`config.mk`:
```
export PLATFORM = sky130hd
export DESIGN_NAME = bbra_ctrl
export DESIGN_NICKNAME = d
export VERILOG_FILES = /design/src/rtl/bbra_pkg.sv /design/src/rtl/bbra_ctrl.sv
export SDC_FILE = /design/constraint.sdc
export NUM_CORES = 1
export LEC_CHECK = 0
export ABC_CLOCK_PERIOD_IN_PS = 1700
export BUFFER_PORTS_ARGS = -buffer_cell sky130_fd_sc_hd__buf_4
export CAP_MARGIN = 10
export CORE_AREA = 2 2 39 41
export CTS_BUF_LIST = sky130_fd_sc_hd__clkbuf_4
export DETAILED_ROUTE_END_ITERATION = 12
export DIE_AREA = 0 0 41 43
export SETUP_SLACK_MARGIN = 0.05
export SYNTH_ARGS = -nofsm -noshare
export SYNTH_HDL_FRONTEND = slang
export SYNTH_SLANG_ARGS = --single-unit
```
`constraint.sdc`:
```
create_clock -name clk_i -period 1.7 [get_ports clk_i]
set_input_delay 0.34 -clock clk_i [delete_from_list [all_inputs] [get_ports clk_i]]
set_output_delay 0.34 -clock clk_i [all_outputs]
set_load 0.02 [all_outputs]
```
`src/rtl/bbra_pkg.sv`:
```
// Package for the bounded byte RAM: sizes, operation codes, controller/datapath structs.
// No dependencies; imported by the controller, datapath and top level.
`timescale 1ns / 1ps
`default_nettype none

package bbra_pkg;

  // Bytes of RAM behind the block
  localparam int unsigned MEM_BYTES = 65536;
  localparam int unsigned ADDR_W    = $clog2(MEM_BYTES);
  // RAM is split into eight byte lanes; a row holds one byte of each lane
  localparam int unsigned LANES     = 8;
  localparam int unsigned ROW_W     = ADDR_W - 3;
  localparam int unsigned ROWS      = (MEM_BYTES + 7) / 8;

  // Width of the size register and of fill lengths
  localparam int unsigned SIZE_W    = 17;
  localparam int unsigned POS_W     = SIZE_W + 1;
  localparam logic [SIZE_W-1:0] MEM_SIZE_RESET = 17'h10000;
  localparam logic [7:0] BYTE_MASK  = 8'hFF;

  typedef enum logic [1:0] {
    OP_READ  = 2'd0,
    OP_WRITE = 2'd1,
    OP_FILL  = 2'd2,
    OP_NONE  = 2'd3
  } op_e;

  // Controller -> datapath
  typedef struct packed {
    logic load;      // capture a new item
    logic clear_wr;  // clear one row after reset
    logic fill_wr;   // zero the in-range bytes of one row
    logic mem_wr;    // byte-lane write of the item
    logic set_res;   // update result registers
    logic res_read;  // result carries read data
  } ctrl_cmd_t;

  // Datapath -> controller
  typedef struct packed {
    op_e  op;
    logic ok;          // range check passed
    logic fill_empty;  // zero-length fill
    logic fill_last;   // current row is the last row of the fill
    logic clear_last;  // current row is the last row of the RAM
  } ctrl_stat_t;

  // Bound used by all checks: mem_size saturated to the RAM size
  function automatic logic [SIZE_W-1:0] active_size(input logic [SIZE_W-1:0] m);
    if (32'(m) > MEM_BYTES) begin
      return SIZE_W'(MEM_BYTES);
    end
    return m;
  endfunction

endpackage

`default_nettype wire

```
`src/rtl/bbra_ctrl.sv`:
```
// Controller FSM of the bounded byte RAM: clear pass, check, read wait, fill sweep.
// Depends on bbra_pkg.
`timescale 1ns / 1ps
`default_nettype none

module bbra_ctrl
  import bbra_pkg::*;
(
  input  wire logic       clk_i,
  input  wire logic       rst_ni,
  input  wire logic       start,
  output logic            busy,
  output logic            done_o,
  input  wire ctrl_stat_t stat_i,
  output ctrl_cmd_t       cmd_o
);

  typedef enum logic [2:0] {
    ST_CLEAR,
    ST_IDLE,
    ST_CHECK,
    ST_READ,
    ST_FILL
  } state_e;

  state_e state_q, state_d;
  logic   done_q, done_d;

  always_comb begin
    state_d = state_q;
    done_d  = 1'b0;
    cmd_o   = '0;
    case (state_q)
      ST_CLEAR: begin
        cmd_o.clear_wr = 1'b1;
        if (stat_i.clear_last) begin
          state_d = ST_IDLE;
        end
      end
      ST_IDLE: begin
        if (start) begin
          cmd_o.load = 1'b1;
          state_d    = ST_CHECK;
        end
      end
      ST_CHECK: begin
        // default: finish now with fault or plain zero result
        cmd_o.set_res = 1'b1;
        done_d        = 1'b1;
        state_d       = ST_IDLE;
        case (stat_i.op)
          OP_READ: begin
            if (stat_i.ok) begin
              cmd_o.set_res = 1'b0;
              done_d        = 1'b0;
              state_d       = ST_READ;
            end
          end
          OP_WRITE: begin
            cmd_o.mem_wr = stat_i.ok;
          end
          OP_FILL: begin
            if (stat_i.ok && !stat_i.fill_empty) begin
              cmd_o.set_res = 1'b0;
              done_d        = 1'b0;
              state_d       = ST_FILL;
            end
          end
          default: begin
          end
        endcase
      end
      ST_READ: begin
        cmd_o.set_res  = 1'b1;
        cmd_o.res_read = 1'b1;
        done_d         = 1'b1;
        state_d        = ST_IDLE;
      end
      ST_FILL: begin
        cmd_o.fill_wr = 1'b1;
        if (stat_i.fill_last) begin
          cmd_o.set_res = 1'b1;
          done_d        = 1'b1;
          state_d       = ST_IDLE;
        end
      end
      default: begin
        state_d = ST_IDLE;
      end
    endcase
  end

  always_ff @(posedge clk_i or negedge rst_ni) begin
    if (!rst_ni) begin
      state_q <= ST_CLEAR;
      done_q  <= 1'b0;
    end else begin
      state_q <= state_d;
      done_q  <= done_d;
    end
  end

  assign busy   = (state_q != ST_IDLE);
  assign done_o = done_q;

endmodule

`default_nettype wire

```
==> run metrics, run 1 <==
sequence of cells on the critical path or3b_4 > a21oi_2 > o2bb2ai_2 > buf_6; Critical Path Stages 4; RSZ-0062 raised after global routing true; Worst Setup End Kind primary output; delay-heaviest family, CP simple AND/OR/NAND/NOR gates; R2R depth 4; CP Max Fanout 2; post-synthesis xor/xnor area fraction 0; Worst Hold Depth 3; Highest Clock Rate around 590 MHz; placed insts 64; Initial DRC Count 1; synthesized area per cell 8.61 sq um; fillcell total roughly 160; First-pass DRT Iterations 2; GPL Wtd Cong between 0.7 and 0.8; ant diodes 0; vias in the first global route between 200 and 300; DP HPWL 517 um; worst hold path class in2reg; Clock Path Buffers 2; gr ovfl total 0; CP required ~1.4 ns; clk_lat worst skew roughly 0.24 ns; Synthesis Warnings 0; critical path class reg2out; Cells after Synth 33; Setup crit start kind register; cell area after layout about 480 sq um; FP Rows 14; layout cells sized above 1 0.537; commonest non-fill, non-tap cell in the layout buf_4; Die Area approximately 1800 sq um; CTS H-tree lvls 1; wire per inst about 10 um; post-synthesis adder-cell area fraction 0; Die H about 43 um; Design Power between 0.5 and 0.6 mW; largest net degree at the start of global routing 11; Synth Area in Compound Gates 0.189; DR DRC count 0; footprint of the multi-input gates between 150 and 200 sq um; Final Util 0.348; final worst-path cycle share 0.996; DRT Wirelength 707 um; PwrDens 1160 nW/um^2; Min Hold Slack roughly 0.4 ns; Synth-to-Final Area Change 69.6%; Initial Util 0.205; clock root buffer clkbuf_4; cts bufs inserted 3; Final Critical Period approximately 1.7 ns; post-synthesis mux area share 0; worst stage delay on the critical path 0.39 ns; Mapped Area 284 sq um; first-pass GRT wire length 1.18 mm; count of final max-slew check failures 0; IO Port Bufs 16; LEAKAGE ~0.23 nW; Post-DP Area between 400 and 500 sq um; worst slack, placed 0.0793 ns; worst slew pin tran 0.236 ns; CP bufs+invs 1; GRT Total Usage 0.103; status completed; largest family of logic cells by synthesized area simple AND/OR/NAND/NOR gates; Die X around 40 um; routed vias 318; # Max-Cap Violations 0; num ports 17; VDD IR-drop max ~0.28 mV; simple-gate area share of the yosys netlist 0.379; nets 65; Core Box Area between 1000 and 1500 sq um; slew margin rel. 0.843; worst endpoint data arrival time around 1.4 ns; Sequential Area 100 sq um; Synth cell types 19; ANT nets after route 0; final hold vios 0; Post-Syn Nets 42; Via density around 4.5; Clock Pin Slew Worst Setup and Hold Paths roughly 0.04 ns; register area share after synthesis 0.352; CTS tree yes; final number of setup-violating endpoints 0; Synth Register Bits 4; final std cells w/o fill 70; antenna violations before repair 0; most frequent cells in the layout 18 x buf_4, 6 x nor2_1, 4 x dfrtp_1, 3 x clkbuf_4; clk_skew about 0.0013 ns; Critical Path Slowest Stage Cell or3b_4; clock sink count 4; fin worst setup slack between 0.007 and 0.008 ns; TNS Setup 0 ns
## metal layers
metal  global-route usage  part of all wire
met1                0.133              0.42
met2                0.134              0.49
met3               0.0157             0.057
met4                0.100             0.030
met5                    0                 0
## state kept, by name, indices dropped and copies added (netlist names)
| register | cells |
|---|---|
| done_o | 1 |
| state_q | 3 |
## cells by family after synthesis
logic type,Yosys count
AO/OA/AOI/OAI,7
buffers and inverters,3
flip-flops,4
AND/OR/NAND/NOR,19
## layout make-up
class,instances,area share
timing repair buffer,20,0.325
multi-input combinational,26,0.371
inverter,1,0.00779
sequential,4,0.208
clock buffer,3,0.0468
tap,16,0.0416
## tightest hold or removal path, cell delays in order
cell,delay (ns)
buf_4,0.10
or3b_1,0.11
a21oi_2,0.05
## synth_stat cells (all sizes together)
master | count | share of area
nor2 | 7 | 0.093
dfrtp | 4 | 0.35
a21oi | 3 | 0.066
nand2b | 3 | 0.066
buf | 2 | 0.066
nor3 | 2 | 0.035
or3b | 2 | 0.062
a211o | 1 | 0.031
and3 | 1 | 0.022
inv | 1 | 0.013
nand2 | 1 | 0.013
nand3b | 1 | 0.026
nand4b | 1 | 0.031
o21a | 1 | 0.026
o2bb2ai | 1 | 0.031
o32a | 1 | 0.035
or2b | 1 | 0.031
## power by group
group / internal [mW] / leakage (nW) / switching [mW] / total (mW)
Combinational: 0.144 / 0.164 / 0.155 / 0.300
Sequential: 0.118 / 0.0505 / 0.0208 / 0.139
Clock: 0.0790 / 0.0138 / 0.0396 / 0.119
## what timing repair did
item / in CTS / in global routing
hold buffers: 1 / 0
gates resized for setup: 4 / 2
setup buffers: 2 / 0
setup endpoints to repair: 1 / 3
cloned: 0 / 0
pin swaps: 2 / 1
endpoints found under the hold margin: 4 / 0
## path summary, 6_finish.rpt
| path | endpoint | startpoint | slack, ns |
|---|---|---|---|
| worst max-delay path | cmd_o[1] | state_q[0] | 0.007 |
| worst min-delay path | state_q[1] | stat_i[5] | 0.41 |
| worst max register to register | state_q[1] | state_q[0] | 0.22 |
| worst min register to register | state_q[1] | state_q[2] | 0.55 |
| max in group asynchronous | done_o | rst_ni | 1.17 |
| min in group asynchronous | state_q[0] | rst_ni | 0.43 |
Power figures use the tool's default switching activity.
==> run 2: changes to the inputs <==
--- a/config.mk
+++ b/config.mk
@@ -12,6 +12,7 @@
 export CTS_BUF_LIST = sky130_fd_sc_hd__clkbuf_4
 export DETAILED_ROUTE_END_ITERATION = 12
 export DIE_AREA = 0 0 41 43
+export PLACE_DENSITY_LB_ADDON = 0.12
 export SETUP_SLACK_MARGIN = 0.05
 export SYNTH_ARGS = -nofsm -noshare
 export SYNTH_HDL_FRONTEND = slang
==> run 2 against run 1 <==
Compared with the run above: wire length up 3.0%; utilization down 1.4 points; register-to-register slack better by 0.12 ns; clock power about the same; sequential share of layout area up 0.90 points; setup slack better by 0.0042 ns; critical path depth unchanged; first-iteration DRC count rose to 7.0 times the previous value; count of clock-buffer cells in the layout unchanged; flip-flop and latch count unchanged; highest routed layer unchanged.
==> run metrics, run 2 (synthesized netlist as in run 1, its figures left out) <==
Core Box Area about 1400 sq um; Die H around 43 um; First-pass DRT Iterations 4; clk_lat worst skew between 0.2 and 0.25 ns; fillcell total 153; Design Power ~0.54 mW; GRT Total Usage 0.0978; Worst Setup End Kind primary output; cell area after layout ~460 sq um; Post-DP Area 413 sq um; IO Port Bufs 16; Die Area 1760 sq um; num ports 17; antenna violations before repair 0; clock sink count 4; final worst-path cycle share 0.993; final number of setup-violating endpoints 0; FP Rows 14; CP Max Fanout 3; cts bufs inserted 3; GPL Wtd Cong roughly 0.70; wire per inst 10.7 um; ANT nets after route 0; Final Critical Period approximately 1.7 ns; fin worst setup slack 0.0113 ns; CP startpoint state_q[0]; most frequent cells in the layout 16 x buf_4, 7 x nor2_1, 4 x dfrtp_1, 3 x nand2b_1, 3 x clkbuf_4; DP HPWL roughly 560 um; worst hold path class in2reg; worst endpoint data arrival time around 1.4 ns; Initial Util 0.205; placed insts 64; routed vias just over 300; sequence of cells on the critical path or3b_4 > a21oi_2 > o2bb2ai_2 > buf_6; first-pass GRT wire length 1.12 mm; clock root buffer clkbuf_4; Min Hold Slack approximately 0.36 ns; worst slew pin tran 0.216 ns; clk_skew 0.000813 ns; postcts setup bufs 0; VDD IR-drop max 0.254 mV; final hold vios 0; slew margin rel. 0.856; # Max-Cap Violations 0; PwrDens ~1200 nW/um^2; vias in the first global route 290; final std cells w/o fill about 70; most flop-heavy register state_q; Setup crit start kind register; Highest Clock Rate approximately 590 MHz; Critical R2R Launch state_q[0]; Worst Min Path Start stat_i[1]; worst slack, placed around 0.087 ns; Clock Path Buffers 2; LEAKAGE 0.219 nW; RSZ-0062 raised after global routing true; Clock Pin Slew Worst Setup and Hold Paths 0.04 ns; Via density 4.53; Critical Path Slowest Stage Cell or3b_4; gr ovfl total 0; CTS H-tree lvls 1; count of final max-slew check failures 0; Synth-to-Final Area Change 62.6%; layout cells sized above 1 0.481; worst stage delay on the critical path 0.39 ns; Largest register FFs 3; CP required ~1.4 ns; status completed; DRT Wirelength between 700 and 800 um; commonest non-fill, non-tap cell in the layout buf_4; ant diodes 0; critical path class reg2out; Die X slightly above 40 um; largest net degree at the start of global routing 11; CP bufs+invs 1; DR DRC count 0; CTS tree yes; nets 63; Initial DRC Count 7; delay-heaviest family, CP simple AND/OR/NAND/NOR gates
-- run 2: worst paths after layout --
kind                            slack [ns]    endpoint  cells after the start
min in group asynchronous             0.43      done_o                      2
worst min-delay path                  0.36      done_o                      2
worst min register to register        0.53  state_q[1]                      1
worst max-delay path                  0.01    cmd_o[1]                      4
max in group asynchronous             1.17  state_q[1]                      2
worst max register to register        0.34  state_q[1]                      3
-- run 2: stage by stage --
step            util  setup TNS (ns)
2_1_floorplan      -               0
6_report       0.334               0
3_3_place_gp   0.298               0
5_1_grt        0.334         -0.0543
4_1_cts        0.334         -0.0299
3_5_place_dp   0.298               0
-- run 2: cell type report --
type                       instances  area (sq um)  share of cell area
multi-input combinational         26           174               0.377
timing repair buffer              18           141               0.306
sequential                         4           100               0.217
clock buffer                       3          22.5              0.0488
tap                               16          20.0              0.0434
inverter                           1          3.75             0.00813
-- run 2: metal layers --
layer  track usage  wire [um]
met1         0.134        331
met2         0.119        325
met3        0.0157         52
met4         0.100         19
met5             0          0
-- run 2: where the power goes --
group	leakage (nW)	switching [mW]	total [mW]	internal, mW
registers	0.0505	0.0192	0.137	0.118
logic	0.155	0.154	0.286	0.132
clock network	0.0138	0.0414	0.121	0.0791
total	0.219	0.214	0.544	0.329
-- run 2: timing repair --
action,4_1_cts,5_1_grt
hold buffers,1,0
pin swaps,2,1
setup endpoints to repair,1,2
gates resized for setup,4,0
endpoints found under the hold margin,4,0
